<file path="src/sv/integer_to_ascii_formatter_macros.svh">
// Assertion macros shared by the formatter RTL files.
// Each macro expects clk and rst_n to be visible in the module that uses it.
`ifndef INTEGER_TO_ASCII_FORMATTER_MACROS_SVH
`define INTEGER_TO_ASCII_FORMATTER_MACROS_SVH

// Checks that the consequent holds in the same cycle as the antecedent.
`define I2A_ASSERT_SAME(label, ante, cons) \
    label: assert property (@(posedge clk) disable iff (!rst_n) (ante) |-> (cons)) \
        else $error("integer_to_ascii_formatter: same-cycle check failed");

// Checks that the consequent holds in the cycle after the antecedent.
`define I2A_ASSERT_NEXT(label, ante, cons) \
    label: assert property (@(posedge clk) disable iff (!rst_n) (ante) |=> (cons)) \
        else $error("integer_to_ascii_formatter: next-cycle check failed");

`endif

</file>
<file path="src/sv/i2a_pkg.sv">
// Shared types and constants for the integer-to-ASCII formatter.
// Used by i2a_bcd_conv and integer_to_ascii_formatter; depends on nothing.
package i2a_pkg;

    localparam int VALUE_BITS_DEF = 64;
    localparam int CHAR_W         = 8;
    localparam int COUNT_W        = 5;

    typedef enum logic [1:0] {
        CMD_DEC    = 2'd0,
        CMD_HEX_LO = 2'd1,
        CMD_HEX_UP = 2'd2,
        CMD_PTR    = 2'd3
    } cmd_t;

    typedef logic [CHAR_W-1:0] char_t;

    localparam char_t ASC_ZERO    = 8'h30;
    localparam char_t ASC_LOWER_A = 8'h61;
    localparam char_t ASC_UPPER_A = 8'h41;
    localparam char_t ASC_MINUS   = 8'h2D;
    localparam char_t ASC_X       = 8'h78;
    localparam char_t ASC_LPAREN  = 8'h28;
    localparam char_t ASC_RPAREN  = 8'h29;
    localparam char_t ASC_N       = 8'h6E;
    localparam char_t ASC_I       = 8'h69;
    localparam char_t ASC_L       = 8'h6C;

    // Status of the binary-to-BCD converter as seen by the sequencer.
    typedef struct packed {
        logic busy;
        logic done;
    } conv_stat_t;

endpackage

</file>
<file path="src/sv/integer_to_ascii_formatter.sv">
// Sequence: hex and nonzero pointer requests go from S_IDLE to S_SCAN, then to S_PREFIX
// when a sign or 0x prefix is due, then to S_DIGITS; a zero pointer goes straight to
// S_PREFIX; decimal requests first wait in S_CONV for the BCD converter that shifts four
// bits per cycle. One char per cycle while out_ready holds. Requests: one at a time; the
// next is taken once the last character is loaded into the output register.
// Reset: rst_n is asynchronous, active low, and clears the sequencer and output valid.
`include "integer_to_ascii_formatter_macros.svh"

module integer_to_ascii_formatter #(
    parameter int VALUE_BITS = i2a_pkg::VALUE_BITS_DEF
) (
    input  logic                         clk,
    input  logic                         rst_n,
    input  logic                         in_valid,
    output logic                         in_ready,
    input  logic [1:0]                   command,
    input  logic [63:0]                  value,
    output logic                         out_valid,
    input  logic                         out_ready,
    output logic [i2a_pkg::CHAR_W-1:0]   char_out,
    output logic                         last,
    output logic [i2a_pkg::COUNT_W-1:0]  char_count
);

    localparam int DIGITS = (VALUE_BITS * 1233) / 4096 + 1;
    localparam int BUF_W  = 4 * DIGITS;
    localparam int IDX_W  = $clog2(DIGITS);
    localparam int NDIG_W = $clog2(DIGITS + 1);
    localparam int CW     = i2a_pkg::COUNT_W;

    typedef enum logic [4:0] {
        S_IDLE   = 5'b00001,
        S_CONV   = 5'b00010,
        S_SCAN   = 5'b00100,
        S_PREFIX = 5'b01000,
        S_DIGITS = 5'b10000
    } state_t;

    function automatic i2a_pkg::char_t digit_char(input logic [3:0] d, input logic upper);
        i2a_pkg::char_t base;
        base = upper ? i2a_pkg::ASC_UPPER_A : i2a_pkg::ASC_LOWER_A;
        if (d < 4'd10)
        begin
            return i2a_pkg::ASC_ZERO + {4'd0, d};
        end
        return base + {4'd0, d} - 8'd10;
    endfunction

    function automatic i2a_pkg::char_t prefix_char(input i2a_pkg::cmd_t cmd, input logic nil,
                                                   input logic [2:0] idx);
        i2a_pkg::char_t c;
        c = i2a_pkg::ASC_MINUS;
        if (nil)
        begin
            unique case (idx)
                3'd0:    c = i2a_pkg::ASC_LPAREN;
                3'd1:    c = i2a_pkg::ASC_N;
                3'd2:    c = i2a_pkg::ASC_I;
                3'd3:    c = i2a_pkg::ASC_L;
                default: c = i2a_pkg::ASC_RPAREN;
            endcase
        end
        else if (cmd == i2a_pkg::CMD_PTR)
        begin
            c = (idx == 3'd0) ? i2a_pkg::ASC_ZERO : i2a_pkg::ASC_X;
        end
        return c;
    endfunction

    state_t                  state_reg, state_next;
    i2a_pkg::cmd_t           cmd_reg, cmd_next;
    logic                    nil_reg, nil_next;
    logic [2:0]              plen_reg, plen_next;
    logic [2:0]              pre_idx_reg, pre_idx_next;
    logic [BUF_W-1:0]        buf_reg, buf_next;
    logic [IDX_W-1:0]        idx_reg, idx_next;
    logic [CW-1:0]           total_reg, total_next;
    logic                    out_valid_reg, out_valid_next;
    i2a_pkg::char_t          char_reg, char_next;
    logic                    last_reg, last_next;
    logic [CW-1:0]           count_reg, count_next;

    logic                    accept;
    logic                    emit_ok;
    i2a_pkg::cmd_t           cmd_in;
    logic [VALUE_BITS-1:0]   v;
    logic                    neg;
    logic [VALUE_BITS-1:0]   mag;
    logic                    conv_start;
    i2a_pkg::conv_stat_t     conv_stat;
    logic [BUF_W-1:0]        conv_bcd;
    logic [NDIG_W-1:0]       ndig;
    logic [3:0]              cur_digit;

    assign in_ready = (state_reg == S_IDLE);
    assign accept   = in_valid && in_ready;
    assign emit_ok  = !out_valid_reg || out_ready;
    assign cmd_in   = i2a_pkg::cmd_t'(command);
    assign v        = value[VALUE_BITS-1:0];
    assign neg      = (cmd_in == i2a_pkg::CMD_DEC) && v[VALUE_BITS-1];
    // The most negative value negates to itself, which read as unsigned is its magnitude.
    assign mag      = neg ? (~v + VALUE_BITS'(1)) : v;
    assign conv_start = accept && (cmd_in == i2a_pkg::CMD_DEC);
    assign cur_digit  = buf_reg[{idx_reg, 2'b00} +: 4];

    i2a_bcd_conv #(
        .VALUE_BITS (VALUE_BITS)
    ) u_conv (
        .clk   (clk),
        .rst_n (rst_n),
        .start (conv_start),
        .mag   (mag),
        .stat  (conv_stat),
        .bcd   (conv_bcd)
    );

    // Position of the most significant nonzero digit; zero still prints one digit.
    always_comb
    begin
        ndig = NDIG_W'(1);
        for (int i = 0; i < DIGITS; i++)
        begin
            if (buf_reg[4*i +: 4] != 4'd0)
            begin
                ndig = NDIG_W'(i + 1);
            end
        end
    end

    always_comb
    begin
        state_next     = state_reg;
        cmd_next       = cmd_reg;
        nil_next       = nil_reg;
        plen_next      = plen_reg;
        pre_idx_next   = pre_idx_reg;
        buf_next       = buf_reg;
        idx_next       = idx_reg;
        total_next     = total_reg;
        out_valid_next = out_valid_reg && !out_ready;
        char_next      = char_reg;
        last_next      = last_reg;
        count_next     = count_reg;

        unique case (state_reg)
            S_IDLE:
            begin
                if (accept)
                begin
                    cmd_next     = cmd_in;
                    nil_next     = 1'b0;
                    pre_idx_next = 3'd0;
                    buf_next     = BUF_W'(v);
                    unique case (cmd_in)
                        i2a_pkg::CMD_DEC:
                        begin
                            plen_next  = neg ? 3'd1 : 3'd0;
                            state_next = S_CONV;
                        end
                        i2a_pkg::CMD_HEX_LO, i2a_pkg::CMD_HEX_UP:
                        begin
                            plen_next  = 3'd0;
                            state_next = S_SCAN;
                        end
                        i2a_pkg::CMD_PTR:
                        begin
                            if (v == '0)
                            begin
                                nil_next   = 1'b1;
                                plen_next  = 3'd5;
                                total_next = CW'(5);
                                state_next = S_PREFIX;
                            end
                            else
                            begin
                                plen_next  = 3'd2;
                                state_next = S_SCAN;
                            end
                        end
                        default:
                        begin
                            state_next = S_IDLE;
                        end
                    endcase
                end
            end
            S_CONV:
            begin
                if (conv_stat.done)
                begin
                    buf_next   = conv_bcd;
                    state_next = S_SCAN;
                end
            end
            S_SCAN:
            begin
                idx_next   = IDX_W'(ndig - NDIG_W'(1));
                total_next = CW'(plen_reg) + CW'(ndig);
                state_next = (plen_reg != 3'd0) ? S_PREFIX : S_DIGITS;
            end
            S_PREFIX:
            begin
                if (emit_ok)
                begin
                    out_valid_next = 1'b1;
                    char_next      = prefix_char(cmd_reg, nil_reg, pre_idx_reg);
                    last_next      = 1'b0;
                    count_next     = '0;
                    if (pre_idx_reg == plen_reg - 3'd1)
                    begin
                        if (nil_reg)
                        begin
                            last_next  = 1'b1;
                            count_next = total_reg;
                            state_next = S_IDLE;
                        end
                        else
                        begin
                            state_next = S_DIGITS;
                        end
                    end
                    else
                    begin
                        pre_idx_next = pre_idx_reg + 3'd1;
                    end
                end
            end
            S_DIGITS:
            begin
                if (emit_ok)
                begin
                    out_valid_next = 1'b1;
                    char_next      = digit_char(cur_digit, cmd_reg == i2a_pkg::CMD_HEX_UP);
                    last_next      = 1'b0;
                    count_next     = '0;
                    if (idx_reg == '0)
                    begin
                        last_next  = 1'b1;
                        count_next = total_reg;
                        state_next = S_IDLE;
                    end
                    else
                    begin
                        idx_next = idx_reg - IDX_W'(1);
                    end
                end
            end
            default:
            begin
                state_next = S_IDLE;
            end
        endcase
    end

    always_ff @(posedge clk or negedge rst_n)
    begin
        if (!rst_n)
        begin
            state_reg     <= S_IDLE;
            out_valid_reg <= 1'b0;
        end
        else
        begin
            state_reg     <= state_next;
            out_valid_reg <= out_valid_next;
        end
    end

    always_ff @(posedge clk)
    begin
        cmd_reg     <= cmd_next;
        nil_reg     <= nil_next;
        plen_reg    <= plen_next;
        pre_idx_reg <= pre_idx_next;
        buf_reg     <= buf_next;
        idx_reg     <= idx_next;
        total_reg   <= total_next;
        char_reg    <= char_next;
        last_reg    <= last_next;
        count_reg   <= count_next;
    end

    assign out_valid  = out_valid_reg;
    assign char_out   = char_reg;
    assign last       = last_reg;
    assign char_count = count_reg;

    `I2A_ASSERT_SAME(a_last_has_count, out_valid_reg && last_reg, count_reg != '0)
    `I2A_ASSERT_SAME(a_mid_no_count, out_valid_reg && !last_reg, count_reg == '0)
    `I2A_ASSERT_NEXT(a_busy_after_accept, accept, !in_ready)
    `I2A_ASSERT_SAME(a_done_in_conv, conv_stat.done, state_reg == S_CONV)

endmodule

</file>
<file path="src/sv/i2a_bcd_conv.sv">
// Iterative binary-to-BCD converter (shift and add-3), four bits per cycle.
// Depends on i2a_pkg and integer_to_ascii_formatter_macros.svh.
`include "integer_to_ascii_formatter_macros.svh"

module i2a_bcd_conv #(
    parameter int VALUE_BITS = i2a_pkg::VALUE_BITS_DEF
) (
    input  logic                                        clk,
    input  logic                                        rst_n,
    input  logic                                        start,
    input  logic [VALUE_BITS-1:0]                       mag,
    output i2a_pkg::conv_stat_t                         stat,
    output logic [4*((VALUE_BITS*1233)/4096+1)-1:0]     bcd
);

    localparam int DIGITS = (VALUE_BITS * 1233) / 4096 + 1;
    localparam int BUF_W  = 4 * DIGITS;
    localparam int STEPS  = (VALUE_BITS + 3) / 4;
    localparam int SRC_W  = 4 * STEPS;
    localparam int CNT_W  = $clog2(STEPS + 1);

    logic             busy_reg, busy_next;
    logic             done_reg, done_next;
    logic [CNT_W-1:0] cnt_reg, cnt_next;
    logic [SRC_W-1:0] src_reg, src_next;
    logic [BUF_W-1:0] bcd_reg, bcd_next;

    always_comb
    begin
        logic [BUF_W-1:0] b;
        logic [SRC_W-1:0] s;
        b = bcd_reg;
        s = src_reg;
        // Four shift-and-correct steps per cycle; digits within one step are independent.
        for (int k = 0; k < 4; k++)
        begin
            for (int j = 0; j < DIGITS; j++)
            begin
                if (b[4*j +: 4] >= 4'd5)
                begin
                    b[4*j +: 4] = b[4*j +: 4] + 4'd3;
                end
            end
            b = {b[BUF_W-2:0], s[SRC_W-1]};
            s = {s[SRC_W-2:0], 1'b0};
        end

        busy_next = busy_reg;
        done_next = 1'b0;
        cnt_next  = cnt_reg;
        src_next  = src_reg;
        bcd_next  = bcd_reg;
        if (start)
        begin
            busy_next = 1'b1;
            cnt_next  = CNT_W'(STEPS);
            src_next  = SRC_W'(mag);
            bcd_next  = '0;
        end
        else if (busy_reg)
        begin
            bcd_next = b;
            src_next = s;
            cnt_next = cnt_reg - CNT_W'(1);
            if (cnt_reg == CNT_W'(1))
            begin
                busy_next = 1'b0;
                done_next = 1'b1;
            end
        end
    end

    always_ff @(posedge clk or negedge rst_n)
    begin
        if (!rst_n)
        begin
            busy_reg <= 1'b0;
            done_reg <= 1'b0;
        end
        else
        begin
            busy_reg <= busy_next;
            done_reg <= done_next;
        end
    end

    always_ff @(posedge clk)
    begin
        cnt_reg <= cnt_next;
        src_reg <= src_next;
        bcd_reg <= bcd_next;
    end

    assign stat.busy = busy_reg;
    assign stat.done = done_reg;
    assign bcd       = bcd_reg;

    `I2A_ASSERT_NEXT(a_start_sets_busy, start, busy_reg)
    `I2A_ASSERT_SAME(a_done_not_busy, done_reg, !busy_reg)
    `I2A_ASSERT_SAME(a_no_restart_busy, start, !busy_reg)

endmodule
</file>
<file path="config.mk">
export PLATFORM = sky130hd
export DESIGN_NAME = integer_to_ascii_formatter
export DESIGN_NICKNAME = d
export VERILOG_FILES = /design/src/sv/i2a_pkg.sv /design/src/sv/integer_to_ascii_formatter.sv /design/src/sv/i2a_bcd_conv.sv
export VERILOG_INCLUDE_DIRS = /design/src /design/src/sv
export SDC_FILE = /design/constraint.sdc
export NUM_CORES = 1
export LEC_CHECK = 0
export BUFFER_PORTS_ARGS = -buffer_cell sky130_fd_sc_hd__buf_2
export CAP_MARGIN = 30
export CORE_ASPECT_RATIO = 1.25
export CORE_MARGIN = 2
export CORE_UTILIZATION = 50
export CTS_BUF_LIST = sky130_fd_sc_hd__clkbuf_4
export DETAILED_ROUTE_END_ITERATION = 8
export GPL_TIMING_DRIVEN = 0
export HOLD_SLACK_MARGIN = 0.08
export PLACE_DENSITY_LB_ADDON = 0.08
export SYNTH_ARGS = -nofsm -noshare
export SYNTH_HDL_FRONTEND = slang
export SYNTH_HIERARCHICAL = 1
export SYNTH_SLANG_ARGS = --single-unit
</file>
<file path="constraint.sdc">
create_clock -name clk -period 5.95 [get_ports clk]
set_input_delay 0.595 -clock clk [delete_from_list [all_inputs] [get_ports clk]]
set_output_delay 0.595 -clock clk [all_outputs]
set_load 0.05 [all_outputs]
</file>
==> impl_metrics.json <==
{
  "postSynthCellCount": 2634,
  "max_slew_margin_pct": 30.6,
  "placement_rows": 87,
  "worstPathMaxFanout": 10,
  "period_minus_slack_ns": 4.38,
  "drt_iter0_drc": 1503,
  "clkTransAtPathRegs_ns": 0.08,
  "yosysWarnings": 6,
  "worst_hold_path_cell_count": 2,
  "timing.critical_path.slowest_cell_delay_ns": 0.45,
  "synth.net_count": 2784,
  "grt_pass1_vias": 20400,
  "tritoncts": "built",
  "h-tree-depth": 3,
  "netlist_area_sq_um": 22700,
  "max_slew.worst_pin.slew_ns": 1.03,
  "cts.hold.buffers_added": 4,
  "crit_share_post_route_pct": 73.6,
  "detailed_place_hpwl_um": 53900,
  "rr_worst_depth": 17,
  "num-fill-cells": 4293,
  "global_route.overflow_total": 0,
  "drv_cap": 0,
  "port-buffer-count": 84,
  "fp.dieArea_sq_um": 47200,
  "number_of_antenna_violations_at_the_first_check_in_global_routing": 1,
  "route.antenna.remaining_nets": 0,
  "clockRootBuffer": "sky130_fd_sc_hd__clkbuf_4",
  "hold_ws_ns": 0.170,
  "coreArea_sq_um": 45000,
  "vias": 21500,
  "grt_pass1_wl_um": 110000,
  "boundaryPins": 86,
  "cts.sink_count": 269,
  "max_freq_ghz": 0.228,
  "ctsResizeCount": 0,
  "avgViaCountPerCell": 6.27,
  "crit_path_start_kind": "flop",
  "report.final.setup_viol": 0,
  "finish.net_count": 2952,
  "timing.setup.critical_path_class": "flop to flop",
  "routed_wire_length_per_instance_um": 20.6,
  "drc": 0,
  "clock-skew-final_ns": 0.0570,
  "mostFrequentLayoutCell": "sky130_fd_sc_hd__nand2_1",
  "cpMaxStageDelayCell": "sky130_fd_sc_hd__mux2_2",
  "regToRegSetupSlack_ns": 1.57,
  "area_growth_syn_to_layout_pct": 9.71,
  "area_taken_by_multi_input_logic_gates_sq_um": 14700,
  "maxSlewViolCount": 0,
  "die_span_x_um": 195,
  "detail_route.first_pass.iterations": 5,
  "fp.dieH_um": 242,
  "clock_latency_ns": 0.77,
  "place.gp.congestion": 0.933,
  "routed_wl_um": 70600,
  "outcome": "completed",
  "groute.usage.overall_pct": 29.3,
  "register_area_sq_um": 7190,
  "mostFrequentLayoutCells": "sky130_fd_sc_hd__nand2_1, sky130_fd_sc_hd__nor2_1, sky130_fd_sc_hd__edfxtp_1, sky130_fd_sc_hd__a21oi_1, sky130_fd_sc_hd__o21ai_0",
  "cts_made_buffers": 72,
  "postCtsSetupBuffers": 0,
  "worst-endpoint-required_ns": 6.57,
  "min-delay-path-class": "input pin to flop",
  "post_route_cells_drive_above_1_share_pct": 16.0,
  "initial_core_util_pct": 50.6,
  "cp.arrival_ns": 5.00,
  "setup.worst_path.end_class": "flop",
  "hold_violations": 0,
  "pin_count_of_the_biggest_net_entering_global_routing": 63,
  "crit_path_cell_trace": "inv_1, ha_1, nand2b_1, a21oi_2, mux2_2, o21ai_0, a22o_1, inv_1, ha_1, maj3_1, a221oi_1, clkbuf_1, a21oi_1, a21oi_1, o221ai_1, o21ai_0, o22ai_1",
  "post_synth.cell_area_avg_sq_um": 8.63,
  "setup_repair_after_global_routing_missed_its_margin": "no",
  "ctsLongestPathBuffers": 3
}
## per-stage QoR
step | cell area [sq um] | std cells | util (%) | TNS (ns) | worst slack, ns
global route | 24900 | 3437 | 55.5 | 0 | 1.22
detailed placement | 23900 | 3300 | 53.3 | 0 | 1.51
floorplan | 22700 | 2634 | - | 0 | 1.64
finish | 24900 | 3437 | 55.5 | 0 | 1.57
CTS | 24900 | 3434 | 55.4 | 0 | 1.62
global placement | 23900 | 3296 | 53.1 | -17.86 | -0.654
## worst max-delay path: cells and delay by family (launching register included)
family	cells	cell delay, ns
buf+inv	3	0.64
simple gates	1	0.10
compound gates	9	1.86
flops	1	0.36
fa+ha+maj	3	0.82
mux	1	0.45
## area by class of cell
class                      count  share of cell area, %
multi-input combinational   2158                   59.0
tap                          578                   2.90
antenna                        1                 0.0100
timing repair buffer          94                   2.13
sequential                   269                   28.8
clock buffer                 100                   3.01
clock inverter                30                  0.758
buffer                       111                   1.91
inverter                      96                   1.44
## metal layers
| layer | part of all wire, % | vias up | wire length [um] | global-route usage [%] |
|---|---|---|---|---|
| met5 | 0 | - | 0 | 0 |
| met4 | 3.5 | 0 | 2460 | 11.5 |
| met3 | 6.2 | 146 | 4400 | 3.40 |
| met2 | 48 | 814 | 33900 | 50.8 |
| met1 | 42 | 10400 | 29900 | 37.1 |
| li1 | - | 10200 | - | - |
## worst paths after layout
path,to,from
max,u_conv/bcd[25]$_SDFFE_PP0P_,u_conv/bcd[24]$_SDFFE_PP0P_
min,u_conv/src_reg[0]$_SDFFCE_PN0P_,value[0]
max reg2reg,u_conv/bcd[25]$_SDFFE_PP0P_,u_conv/bcd[24]$_SDFFE_PP0P_
min reg2reg,u_conv/cnt_reg[4]$_SDFFE_PP1P_,u_conv/cnt_reg[4]$_SDFFE_PP1P_
max in group asynchronous,state_reg[0]$_DFFE_PN1P_,rst_n
min in group asynchronous,state_reg[1]$_DFFE_PN0P_,rst_n
Power is not shown: default switching activity piles up to over one toggle a cycle in this logic, so the estimate is an artifact.
